[config.mk]
export PLATFORM = sky130hd
export DESIGN_NAME = static_priority_task_scheduler
export DESIGN_NICKNAME = d
export VERILOG_FILES = /design/src/design/sts_pkg.sv /design/src/design/sts_ctrl.sv /design/src/design/sts_dp.sv /design/src/design/static_priority_task_scheduler.sv
export SDC_FILE = /design/constraint.sdc
export NUM_CORES = 2
export LEC_CHECK = 0
export ABC_CLOCK_PERIOD_IN_PS = 17400
export BUFFER_PORTS_ARGS = -buffer_cell sky130_fd_sc_hd__buf_2
export CAP_MARGIN = 20
export CELL_PAD_IN_SITES_DETAIL_PLACEMENT = 1
export CELL_PAD_IN_SITES_GLOBAL_PLACEMENT = 1
export CORE_ASPECT_RATIO = 0.7
export CORE_MARGIN = 2
export CORE_UTILIZATION = 36
export CTS_CLUSTER_DIAMETER = 80
export CTS_CLUSTER_SIZE = 14
export DETAILED_ROUTE_END_ITERATION = 10
export PLACE_DENSITY_LB_ADDON = 0.1
export SLEW_MARGIN = 20
export SYNTH_ARGS = -nofsm -noshare
export SYNTH_HDL_FRONTEND = slang
export SYNTH_SLANG_ARGS = --single-unit
[constraint.sdc]
create_clock -name clk -period 17.4 [get_ports clk]
set_clock_uncertainty 0.15 [all_clocks]
set_input_delay 0.87 -clock clk [delete_from_list [all_inputs] [get_ports clk]]
set_output_delay 0.87 -clock clk [all_outputs]
set_load 0.005 [all_outputs]
[src/design/sts_pkg.sv]
package sts_pkg;

  localparam int NUM_TASKS = 16;
  localparam int NUM_PRIOS = 32;
  localparam int TW = $clog2(NUM_TASKS);
  localparam int PW = $clog2(NUM_PRIOS);
  localparam int CW = $clog2(NUM_TASKS + 1);

  localparam logic [7:0] SAT_MAX     = 8'd255;
  localparam logic [7:0] SLICE_RESET = 8'd10;

  localparam logic [3:0] ACT_CREATE    = 4'd0;
  localparam logic [3:0] ACT_TICK      = 4'd1;
  localparam logic [3:0] ACT_DELAY     = 4'd2;
  localparam logic [3:0] ACT_SUSPEND   = 4'd3;
  localparam logic [3:0] ACT_RESUME    = 4'd4;
  localparam logic [3:0] ACT_LOCK      = 4'd5;
  localparam logic [3:0] ACT_UNLOCK    = 4'd6;
  localparam logic [3:0] ACT_UNLOCK_NS = 4'd7;
  localparam logic [3:0] ACT_START     = 4'd8;
  localparam logic [3:0] ACT_SCHEDULE  = 4'd9;

  typedef logic [TW-1:0] task_t;
  typedef logic [PW-1:0] prio_t;
  typedef logic [CW-1:0] cnt_t;

  typedef enum logic [1:0] {
    ST_IDLE,
    ST_EXEC,
    ST_RUN
  } state_t;

  typedef enum logic [2:0] {
    CMD_NOP,
    CMD_LATCH,
    CMD_EXEC,
    CMD_REM_STEP,
    CMD_TICK_STEP,
    CMD_SLICE,
    CMD_SCHED,
    CMD_FINISH
  } cmd_t;

  typedef struct packed {
    logic rem_pend;
    logic walk_pend;
    logic slice_pend;
    logic sched_pend;
  } status_t;

endpackage

[src/design/sts_ctrl.sv]
module sts_ctrl (
  input  logic             clk,
  input  logic             rst_n,
  input  logic             in_valid,
  output logic             in_stall,
  input  logic             out_stall,
  output logic             out_valid,
  input  sts_pkg::status_t st,
  output sts_pkg::cmd_t    cmd
);
  import sts_pkg::*;

  state_t state_r, state_nxt;
  logic   out_valid_r, out_valid_nxt;

  always_ff @(posedge clk) begin
    if (!rst_n) begin
      state_r     <= ST_IDLE;
      out_valid_r <= 1'b0;
    end else begin
      state_r     <= state_nxt;
      out_valid_r <= out_valid_nxt;
    end
  end

  always_comb begin
    state_nxt = state_r;
    cmd       = CMD_NOP;
    unique case (state_r)
      ST_IDLE: begin
        if (in_valid) begin
          cmd       = CMD_LATCH;
          state_nxt = ST_EXEC;
        end
      end
      ST_EXEC: begin
        cmd       = CMD_EXEC;
        state_nxt = ST_RUN;
      end
      ST_RUN: begin
        if (st.rem_pend) begin
          cmd = CMD_REM_STEP;
        end else if (st.walk_pend) begin
          cmd = CMD_TICK_STEP;
        end else if (st.slice_pend) begin
          cmd = CMD_SLICE;
        end else if (st.sched_pend) begin
          cmd = CMD_SCHED;
        end else if (!out_valid_r || !out_stall) begin
          cmd       = CMD_FINISH;
          state_nxt = ST_IDLE;
        end
      end
      default: state_nxt = ST_IDLE;
    endcase
  end

  assign out_valid_nxt = (cmd == CMD_FINISH) | (out_valid_r & out_stall);
  assign in_stall      = (state_r != ST_IDLE);
  assign out_valid     = out_valid_r;

endmodule

[src/design/sts_dp.sv]
module sts_dp (
  input  logic             clk,
  input  logic             rst_n,
  input  sts_pkg::cmd_t    cmd,
  output sts_pkg::status_t st,
  input  logic [3:0]       in_action,
  input  logic [3:0]       in_task_id,
  input  logic [4:0]       in_task_prio,
  input  logic [15:0]      in_delay_ticks,
  input  logic             cfg_wr_en,
  input  logic [7:0]       cfg_wr_data,
  output logic [3:0]       out_next_task,
  output logic             out_switch_request,
  output logic             out_none_ready,
  output logic [7:0]       out_lock_level
);
  import sts_pkg::*;

  logic [7:0]           slice_len_r;
  logic [NUM_PRIOS-1:0] ready_bits_r;
  task_t                q_head_r [NUM_PRIOS];
  task_t                q_tail_r [NUM_PRIOS];
  cnt_t                 q_cnt_r  [NUM_PRIOS];
  task_t                rlink_r  [NUM_TASKS];
  task_t                wlink_r  [NUM_TASKS];
  task_t                w_head_r, w_tail_r;
  cnt_t                 w_cnt_r;
  prio_t                prio_r   [NUM_TASKS];
  logic [15:0]          cd_r     [NUM_TASKS];
  logic [7:0]           slice_r  [NUM_TASKS];
  logic [7:0]           depth_r  [NUM_TASKS];
  logic [NUM_TASKS-1:0] live_r, dly_r, susp_r;
  task_t                cur_r;
  logic [7:0]           lock_r;

  logic [3:0]  act_r;
  task_t       id_r;
  logic        id_ok_r;
  prio_t       aprio_r;
  logic [15:0] ticks_r;

  logic  rem_pend_r, walk_pend_r, slice_pend_r, sched_pend_r, sw_r;
  task_t rem_tgt_r, rem_cur_r, rem_prev_r;
  prio_t rem_p_r;
  logic  rem_first_r;
  task_t wk_cur_r, wk_prev_r;
  logic  wk_has_prev_r;
  cnt_t  wk_left_r;

  logic [3:0] o_next_r;
  logic       o_sw_r, o_none_r;
  logic [7:0] o_lock_r;

  logic  any;
  prio_t best;
  task_t best_task;
  logic  push_en;
  task_t push_t;
  prio_t push_p;
  prio_t cur_p;
  prio_t id_p;
  logic  cur_ready;
  task_t wk_nxt;
  logic [15:0] wk_ncd;
  logic [7:0]  rs_depth;

  always_comb begin
    any  = 1'b0;
    best = '0;
    for (int p = NUM_PRIOS - 1; p >= 0; p--) begin
      if (ready_bits_r[p]) begin
        any  = 1'b1;
        best = PW'(p);
      end
    end
  end

  assign best_task = q_head_r[best];
  assign cur_p     = prio_r[cur_r];
  assign id_p      = prio_r[id_r];
  assign cur_ready = live_r[cur_r] & ~dly_r[cur_r] & ~susp_r[cur_r];
  assign wk_nxt    = wlink_r[wk_cur_r];
  assign wk_ncd    = (cd_r[wk_cur_r] != 16'd0) ? cd_r[wk_cur_r] - 16'd1 : 16'd0;
  assign rs_depth  = (depth_r[id_r] != 8'd0) ? depth_r[id_r] - 8'd1 : 8'd0;

  always_comb begin
    push_en = 1'b0;
    push_t  = id_r;
    push_p  = aprio_r;
    case (cmd)
      CMD_EXEC: begin
        if (act_r == ACT_CREATE && id_ok_r && !live_r[id_r]) begin
          push_en = 1'b1;
        end else if (act_r == ACT_RESUME && id_ok_r && live_r[id_r] && susp_r[id_r] &&
                     rs_depth == 8'd0) begin
          push_en = 1'b1;
          push_p  = id_p;
        end
      end
      CMD_TICK_STEP: begin
        if (wk_ncd == 16'd0) begin
          push_en = 1'b1;
          push_t  = wk_cur_r;
          push_p  = prio_r[wk_cur_r];
        end
      end
      default: push_en = 1'b0;
    endcase
  end

  always_ff @(posedge clk) begin
    if (!rst_n) begin
      slice_len_r  <= SLICE_RESET;
      ready_bits_r <= '0;
      for (int p = 0; p < NUM_PRIOS; p++) q_cnt_r[p] <= '0;
      w_head_r     <= '0;
      w_tail_r     <= '0;
      w_cnt_r      <= '0;
      live_r       <= '0;
      dly_r        <= '0;
      susp_r       <= '0;
      cur_r        <= '0;
      lock_r       <= '0;
      rem_pend_r   <= 1'b0;
      walk_pend_r  <= 1'b0;
      slice_pend_r <= 1'b0;
      sched_pend_r <= 1'b0;
      sw_r         <= 1'b0;
    end else begin
      if (cfg_wr_en) begin
        slice_len_r <= cfg_wr_data;
      end
      case (cmd)
        CMD_LATCH: begin
          act_r   <= in_action;
          id_r    <= TW'(in_task_id);
          id_ok_r <= (32'(in_task_id) < NUM_TASKS);
          aprio_r <= (32'(in_task_prio) >= NUM_PRIOS) ? PW'(NUM_PRIOS - 1) : PW'(in_task_prio);
          ticks_r <= in_delay_ticks;
          sw_r    <= 1'b0;
        end
        CMD_EXEC: begin
          unique case (act_r)
            ACT_CREATE: begin
              if (id_ok_r && !live_r[id_r]) begin
                live_r[id_r]  <= 1'b1;
                prio_r[id_r]  <= aprio_r;
                cd_r[id_r]    <= 16'd0;
                slice_r[id_r] <= slice_len_r;
                depth_r[id_r] <= 8'd0;
                dly_r[id_r]   <= 1'b0;
                susp_r[id_r]  <= 1'b0;
              end
            end
            ACT_TICK: begin
              wk_cur_r      <= w_head_r;
              wk_prev_r     <= '0;
              wk_has_prev_r <= 1'b0;
              wk_left_r     <= w_cnt_r;
              walk_pend_r   <= (w_cnt_r != '0);
              slice_pend_r  <= 1'b1;
            end
            ACT_DELAY: begin
              if (cur_ready) begin
                cd_r[cur_r] <= (ticks_r == 16'd0) ? 16'd1 : ticks_r;
                if (w_cnt_r == '0) begin
                  w_head_r <= cur_r;
                end else begin
                  wlink_r[w_tail_r] <= cur_r;
                end
                w_tail_r     <= cur_r;
                w_cnt_r      <= w_cnt_r + cnt_t'(1);
                dly_r[cur_r] <= 1'b1;
                rem_tgt_r    <= cur_r;
                rem_p_r      <= cur_p;
                rem_cur_r    <= q_head_r[cur_p];
                rem_prev_r   <= '0;
                rem_first_r  <= 1'b1;
                rem_pend_r   <= 1'b1;
                sched_pend_r <= 1'b1;
              end
            end
            ACT_SUSPEND: begin
              if (id_ok_r && live_r[id_r] && !dly_r[id_r]) begin
                if (depth_r[id_r] == 8'd0) begin
                  depth_r[id_r] <= 8'd1;
                  susp_r[id_r]  <= 1'b1;
                  rem_tgt_r     <= id_r;
                  rem_p_r       <= id_p;
                  rem_cur_r     <= q_head_r[id_p];
                  rem_prev_r    <= '0;
                  rem_first_r   <= 1'b1;
                  rem_pend_r    <= 1'b1;
                  sched_pend_r  <= (id_r == cur_r);
                end else if (depth_r[id_r] < SAT_MAX) begin
                  depth_r[id_r] <= depth_r[id_r] + 8'd1;
                end
              end
            end
            ACT_RESUME: begin
              if (id_ok_r && live_r[id_r] && susp_r[id_r]) begin
                depth_r[id_r] <= rs_depth;
                if (rs_depth == 8'd0) begin
                  susp_r[id_r] <= 1'b0;
                  sched_pend_r <= 1'b1;
                end
              end
            end
            ACT_LOCK: begin
              if (lock_r < SAT_MAX) lock_r <= lock_r + 8'd1;
            end
            ACT_UNLOCK: begin
              if (lock_r != 8'd0) begin
                lock_r       <= lock_r - 8'd1;
                sched_pend_r <= (lock_r == 8'd1);
              end
            end
            ACT_UNLOCK_NS: begin
              if (lock_r != 8'd0) lock_r <= lock_r - 8'd1;
            end
            ACT_START: begin
              if (any) begin
                cur_r <= best_task;
                sw_r  <= 1'b1;
              end
              if (lock_r != 8'd0) lock_r <= lock_r - 8'd1;
            end
            ACT_SCHEDULE: sched_pend_r <= 1'b1;
            default: sw_r <= 1'b0;
          endcase
        end
        CMD_REM_STEP: begin
          if (rem_cur_r == rem_tgt_r) begin
            if (rem_first_r) begin
              q_head_r[rem_p_r] <= rlink_r[rem_cur_r];
            end else begin
              rlink_r[rem_prev_r] <= rlink_r[rem_cur_r];
            end
            if (q_tail_r[rem_p_r] == rem_cur_r) q_tail_r[rem_p_r] <= rem_prev_r;
            q_cnt_r[rem_p_r] <= q_cnt_r[rem_p_r] - cnt_t'(1);
            if (q_cnt_r[rem_p_r] == cnt_t'(1)) ready_bits_r[rem_p_r] <= 1'b0;
            rem_pend_r <= 1'b0;
          end else begin
            rem_prev_r  <= rem_cur_r;
            rem_cur_r   <= rlink_r[rem_cur_r];
            rem_first_r <= 1'b0;
          end
        end
        CMD_TICK_STEP: begin
          cd_r[wk_cur_r] <= wk_ncd;
          if (wk_ncd == 16'd0) begin
            if (!wk_has_prev_r) begin
              w_head_r <= wk_nxt;
            end else begin
              wlink_r[wk_prev_r] <= wk_nxt;
            end
            if (w_tail_r == wk_cur_r) w_tail_r <= wk_prev_r;
            w_cnt_r         <= w_cnt_r - cnt_t'(1);
            dly_r[wk_cur_r] <= 1'b0;
          end else begin
            wk_prev_r     <= wk_cur_r;
            wk_has_prev_r <= 1'b1;
          end
          wk_cur_r  <= wk_nxt;
          wk_left_r <= wk_left_r - cnt_t'(1);
          if (wk_left_r == cnt_t'(1)) walk_pend_r <= 1'b0;
        end
        CMD_SLICE: begin
          slice_pend_r <= 1'b0;
          if (live_r[cur_r]) begin
            if (slice_r[cur_r] > 8'd1) begin
              slice_r[cur_r] <= slice_r[cur_r] - 8'd1;
            end else begin
              slice_r[cur_r] <= slice_len_r;
              if (cur_ready && q_cnt_r[cur_p] > cnt_t'(1) && q_head_r[cur_p] == cur_r) begin
                q_head_r[cur_p]          <= rlink_r[cur_r];
                rlink_r[q_tail_r[cur_p]] <= cur_r;
                q_tail_r[cur_p]          <= cur_r;
              end
            end
          end
        end
        CMD_SCHED: begin
          sched_pend_r <= 1'b0;
          if (lock_r == 8'd0 && any && best_task != cur_r) begin
            cur_r <= best_task;
            sw_r  <= 1'b1;
          end
        end
        CMD_FINISH: begin
          o_next_r <= any ? 4'(best_task) : 4'd0;
          o_sw_r   <= sw_r;
          o_none_r <= ~any;
          o_lock_r <= lock_r;
        end
        default: sw_r <= sw_r;
      endcase
      if (push_en) begin
        if (q_cnt_r[push_p] == '0) begin
          q_head_r[push_p] <= push_t;
        end else begin
          rlink_r[q_tail_r[push_p]] <= push_t;
        end
        q_tail_r[push_p]     <= push_t;
        q_cnt_r[push_p]      <= q_cnt_r[push_p] + cnt_t'(1);
        ready_bits_r[push_p] <= 1'b1;
      end
    end
  end

  assign st.rem_pend   = rem_pend_r;
  assign st.walk_pend  = walk_pend_r;
  assign st.slice_pend = slice_pend_r;
  assign st.sched_pend = sched_pend_r;

  assign out_next_task      = o_next_r;
  assign out_switch_request = o_sw_r;
  assign out_none_ready     = o_none_r;
  assign out_lock_level     = o_lock_r;

endmodule

[src/design/static_priority_task_scheduler.sv]
// Task scheduler with one FIFO ready queue per priority (priority 0 is
// highest), a delay list with tick countdowns, time slices, suspend depths
// and a saturating lock count. One item is taken at a time and gives one
// result: a latch step and an execute step, then one step per queue entry
// walked to unlink a delayed or suspended task, one per delay-list entry
// and one slice step on a tick, and a scheduling step before the result.
// The walks step one list link a cycle through the controller loop.
// The result register frees the input side while a result waits.
module static_priority_task_scheduler (
  input  logic        clk,
  input  logic        rst_n,
  input  logic        in_valid,
  output logic        in_stall,
  input  logic [3:0]  in_action,
  input  logic [3:0]  in_task_id,
  input  logic [4:0]  in_task_prio,
  input  logic [15:0] in_delay_ticks,
  output logic        out_valid,
  input  logic        out_stall,
  output logic [3:0]  out_next_task,
  output logic        out_switch_request,
  output logic        out_none_ready,
  output logic [7:0]  out_lock_level,
  input  logic        cfg_wr_en,
  input  logic [7:0]  cfg_wr_data
);
  import sts_pkg::*;

  cmd_t    cmd;
  status_t st;

  sts_ctrl u_ctrl (
    .clk       (clk),
    .rst_n     (rst_n),
    .in_valid  (in_valid),
    .in_stall  (in_stall),
    .out_stall (out_stall),
    .out_valid (out_valid),
    .st        (st),
    .cmd       (cmd)
  );

  sts_dp u_dp (
    .clk                (clk),
    .rst_n              (rst_n),
    .cmd                (cmd),
    .st                 (st),
    .in_action          (in_action),
    .in_task_id         (in_task_id),
    .in_task_prio       (in_task_prio),
    .in_delay_ticks     (in_delay_ticks),
    .cfg_wr_en          (cfg_wr_en),
    .cfg_wr_data        (cfg_wr_data),
    .out_next_task      (out_next_task),
    .out_switch_request (out_switch_request),
    .out_none_ready     (out_none_ready),
    .out_lock_level     (out_lock_level)
  );

  a_finish_clean: assert property (@(posedge clk) disable iff (!rst_n)
    (cmd == CMD_FINISH) |-> !(st.rem_pend || st.walk_pend || st.slice_pend || st.sched_pend))
    else $error("result issued with work pending");

  a_idle_clean: assert property (@(posedge clk) disable iff (!rst_n)
    !in_stall |-> !(st.rem_pend || st.walk_pend || st.slice_pend || st.sched_pend))
    else $error("idle with work pending");

  a_none_zero: assert property (@(posedge clk) disable iff (!rst_n)
    (out_valid && out_none_ready) |-> (out_next_task == 4'd0 && !out_switch_request))
    else $error("empty result names a task");

endmodule

==> results.py <==
metrics = {
    "status": {
        "status": "complete, no violations",
    },
    "logic_synthesis": {
        "yosysTopAreaCell": "edfxtp_1",
        "synth_area_per_cell_um2": 14.1,
        "synth_top_cells_by_area": "edfxtp_1 (55%), mux4_2 (17%), dfxtp_1 (4.3%), nand2_1 (3.0%), nor2_1 (2.9%)",
        "ys_seq_area_share_pct": 59.2,
        "syn_inst": 4705,
        "synth_top_area_share_pct": 54.9,
        "async_reset_ff_share_pct": 0,
        "synth_warnings": 0,
        "ys_ff_latch": 1353,
        "syn_nets": 4767,
        "ys_dominant_reg_cell": "edfxtp_1",
        "synth.distinct_cells": 88,
        "synth_edf_count": 1211,
        "syn-cell-area_um2": 66200,
    },
    "route": {
        "final_antenna_net_count": 0,
        "viasPerCell": 6.19,
        "drt_iter0_drc": 5227,
        "first_pass_iters": 6,
        "vias": 44800,
        "routedWlPerCell_um": 32.9,
        "routed_wl_um": 239000,
        "drcViolationCount": 0,
    },
    "power_and_ir_drop": {
        "power_density_nw_per_um2": 86.9,
        "peakVddDrop_mv": 0.0793,
        "power_leakage_nw": 23.7,
    },
    "global_route": {
        "use_met1_pct": 41.5,
        "met3_usage_pct": 4.77,
        "grt_pass1_wl_um": 343000,
        "gr-usage-met2_pct": 34.4,
        "grt_antenna_before_repair": 3,
        "track_usage_pct": 25.3,
        "grt_pass1_vias": 44400,
        "grt_busiest_layer": "met1",
        "overflow": 0,
        "grt_max_degree": 145,
    },
    "timing": {
        "hold_viol": 0,
        "max-slew-margin-rel_pct": 15.5,
        "fmax_mhz": 97.3,
        "period_needed_ns": 10.28,
        "hold_ws_ns": 0.125,
        "tns_ns": 0,
        "rsz0062_at_grt": "false",
        "period_share_pct": 59.1,
        "slew_violations": 0,
        "worstMarginPinSlew_ns": 1.26,
        "finalSetupViolCount": 0,
    },
    "floorplan": {
        "dieArea_um2": 187000,
        "core_area_um2": 182000,
        "io_pins": 58,
        "die_x_um": 517,
        "initial_utilization_pct": 36.3,
        "dieHeight_um": 363,
        "rows": 131,
    },
    "setup_path": {
        "critPathCaptureType": "register",
        "startpoint_type": "register",
        "critPathKind": "register to register",
        "crit_required_ns": 17.66,
        "slowest_stage": "nor2_1",
        "crit_buf_inv": 4,
        "r2r_end": "u_dp.q_head_r[17][2]",
        "slowest_delay_ns": 0.87,
        "cp_num_cells": 24,
        "reg2reg_slack_ns": 7.12,
        "cp.arrival_ns": 10.53,
        "r2r_cells": 24,
        "worstPathMaxFanout": 39,
        "critical_path.top_delay_family": "compound AO/OA/AOI/OAI gates",
        "path_cells": "buf_4 > mux4_2 > a22o_1 > a221o_1 > inv_1 > ha_1 > and2_1 > a22oi_1 > nor4_1 > xor2_1 > nor3_1 > a21boi_2 > o31ai_1 > a211o_2 > nor2_1 > a32oi_1 > nand3_1 > nand4_1 > inv_1 > ha_1 > and4_1 > buf_4 > nand4_1 > o22ai_1",
    },
    "place": {
        "hpwl_um": 165000,
        "gp_congestion": 0.904,
        "dpl.cell_count": 7067,
        "placedInstanceArea_um2": 69800,
        "io_buffers": 57,
    },
    "clock_tree": {
        "numCtsBuffers": 108,
        "cts_hold_buf": 0,
        "cts_resized": 0,
        "clockRootBuffer": "clkbuf_16",
        "htreeDepth": 3,
        "clk_pin_slew_worst_paths_ns": 0.07,
        "clk_latency_ns": 0.78,
        "cts_tree": "yes",
        "clkSinkCount": 1353,
        "cts_setup_buffers": 0,
        "cts_buffer_depth": 3,
    },
    "cells_and_area": {
        "design_area_um2": 73100,
        "stdcell_count": 7247,
        "layout.nets": 4782,
        "post_route_cells_drive_above_1_share_pct": 21.1,
        "syn_to_final_growth_pct": 10.5,
    },
    "min_path": {
        "min_path_cells": 1,
        "whs_endpoint": "u_dp.ticks_r[5]",
        "hold_class": "input port to register",
        "worstHoldStart": "in_delay_ticks[5]",
    },
    "flow_run": {
        "drv_cap": 0,
    },
}
-- cell families (layout without fill, tap and decap cells) --
logic type      after synthesis  in the layout  synth area share, %
compound gates              735            735                 7.36
xor+xnor                     58             58                0.767
fa+ha+maj                    20             20                0.389
buf+inv                     370            451                 2.29
flops                      1353           1353                 59.2
mux                         685            685                 20.0
other cells                   0              1                    0
simple gates               1484           1484                 10.0
-- power breakdown --
group          internal [mW]  switching (mW)  leakage (nW)
sequential              3.53          0.0327          12.8
clock                   1.18            1.22          1.51
combinational          0.126           0.263          9.37
-- registers in the layout, indices dropped and copies added (netlist names), 8 cells and up, named ones only --
name	count
u_dp.ticks_r	16
u_dp.rlink_r	64
u_dp.lock_r	8
u_dp.ready_bits_r	32
u_dp.live_r	16
u_dp.q_head_r	128
u_dp.q_cnt_r	160
u_dp.prio_r	80
u_dp.slice_r	128
u_dp.depth_r	128
u_dp.dly_r	16
u_dp.q_tail_r	128
u_dp.slice_len_r	8
u_dp.cd_r	256
u_dp.out_lock_level	8
u_dp.wlink_r	64
-- worst max path at each step --
stage,endpoint,slack (ns),from
2_1_floorplan,u_dp.q_head_r[0][0],9.78,register
3_3_place_gp,u_dp.q_head_r[7][1],7.30,register
3_5_place_dp,u_dp.q_head_r[11][0],7.27,register
4_1_cts,u_dp.q_head_r[11][3],7.23,register
5_1_grt,u_dp.q_head_r[11][0],6.52,register
6_report,u_dp.q_head_r[17][2],7.12,register
-- per-layer routing --
metal / vias up / routed length, um
met5: - / 7
met4: 2 / 3810
met3: 224 / 19400
met2: 1814 / 96800
met1: 24200 / 119000
li1: 18600 / -
-- worst reg2reg max path, cell delays in order, from the launching register on --
cell and delay [ns]:
dfxtp_4 0.78, buf_4 0.76, mux4_2 0.66, a22o_1 0.25
a221o_1 0.38, inv_1 0.14, ha_1 0.22, and2_1 0.15
a22oi_1 0.24, nor4_1 0.37, xor2_1 0.33, nor3_1 0.13
a21boi_2 0.80, o31ai_1 0.33, a211o_2 0.51, nor2_1 0.89
a32oi_1 0.23, nand3_1 0.15, nand4_1 0.20, inv_1 0.11
ha_1 0.14, and4_1 0.22, buf_4 0.29, nand4_1 0.75
o22ai_1 0.74
-- layout by cell type (no fill, tap or decap), drive strengths merged, types with 48 or more instances in the layout --
master     n
a21oi    162
a31oi     56
buf      206
clkbuf   166
dfxtp    142
edfxtp  1211
inv       67
mux2      58
mux2i    125
mux4     502
nand2    523
nand3     84
nor2     517
nor3      69
o21ai    151
o22ai     69
or3       48
-- Yosys cell counts, drive strengths merged, types with 69 or more instances --
cell type  number
nor3           69
clkbuf        197
nand3          84
o22ai          69
dfxtp         142
edfxtp       1211
mux2i         125
nand2         523
o21ai         151
buf           104
nor2          517
mux4          502
a21oi         162
-- final cells by class --
type / count / area [um^2]
flip-flops and latches: 1353 / 39200
clock inverters: 10 / 188
multi-input cells: 2982 / 25900
repair buffers: 206 / 1460
well taps: 2460 / 3080
fillers: 18500 / 109000
clock buffers: 166 / 2970
inverters: 69 / 262
diodes: 1 / 2.50
-- per-stage QoR --
step	total power, mW	setup slack [ns]	utilization, %
5_1_grt	6.54	6.52	40.1
3_5_place_dp	4.01	7.27	38.3
6_report	6.35	7.12	40.1
2_1_floorplan	3.85	9.78	-
4_1_cts	6.40	7.23	40.0
3_3_place_gp	4.01	7.30	38.3
Power figures use the tool's default switching activity.
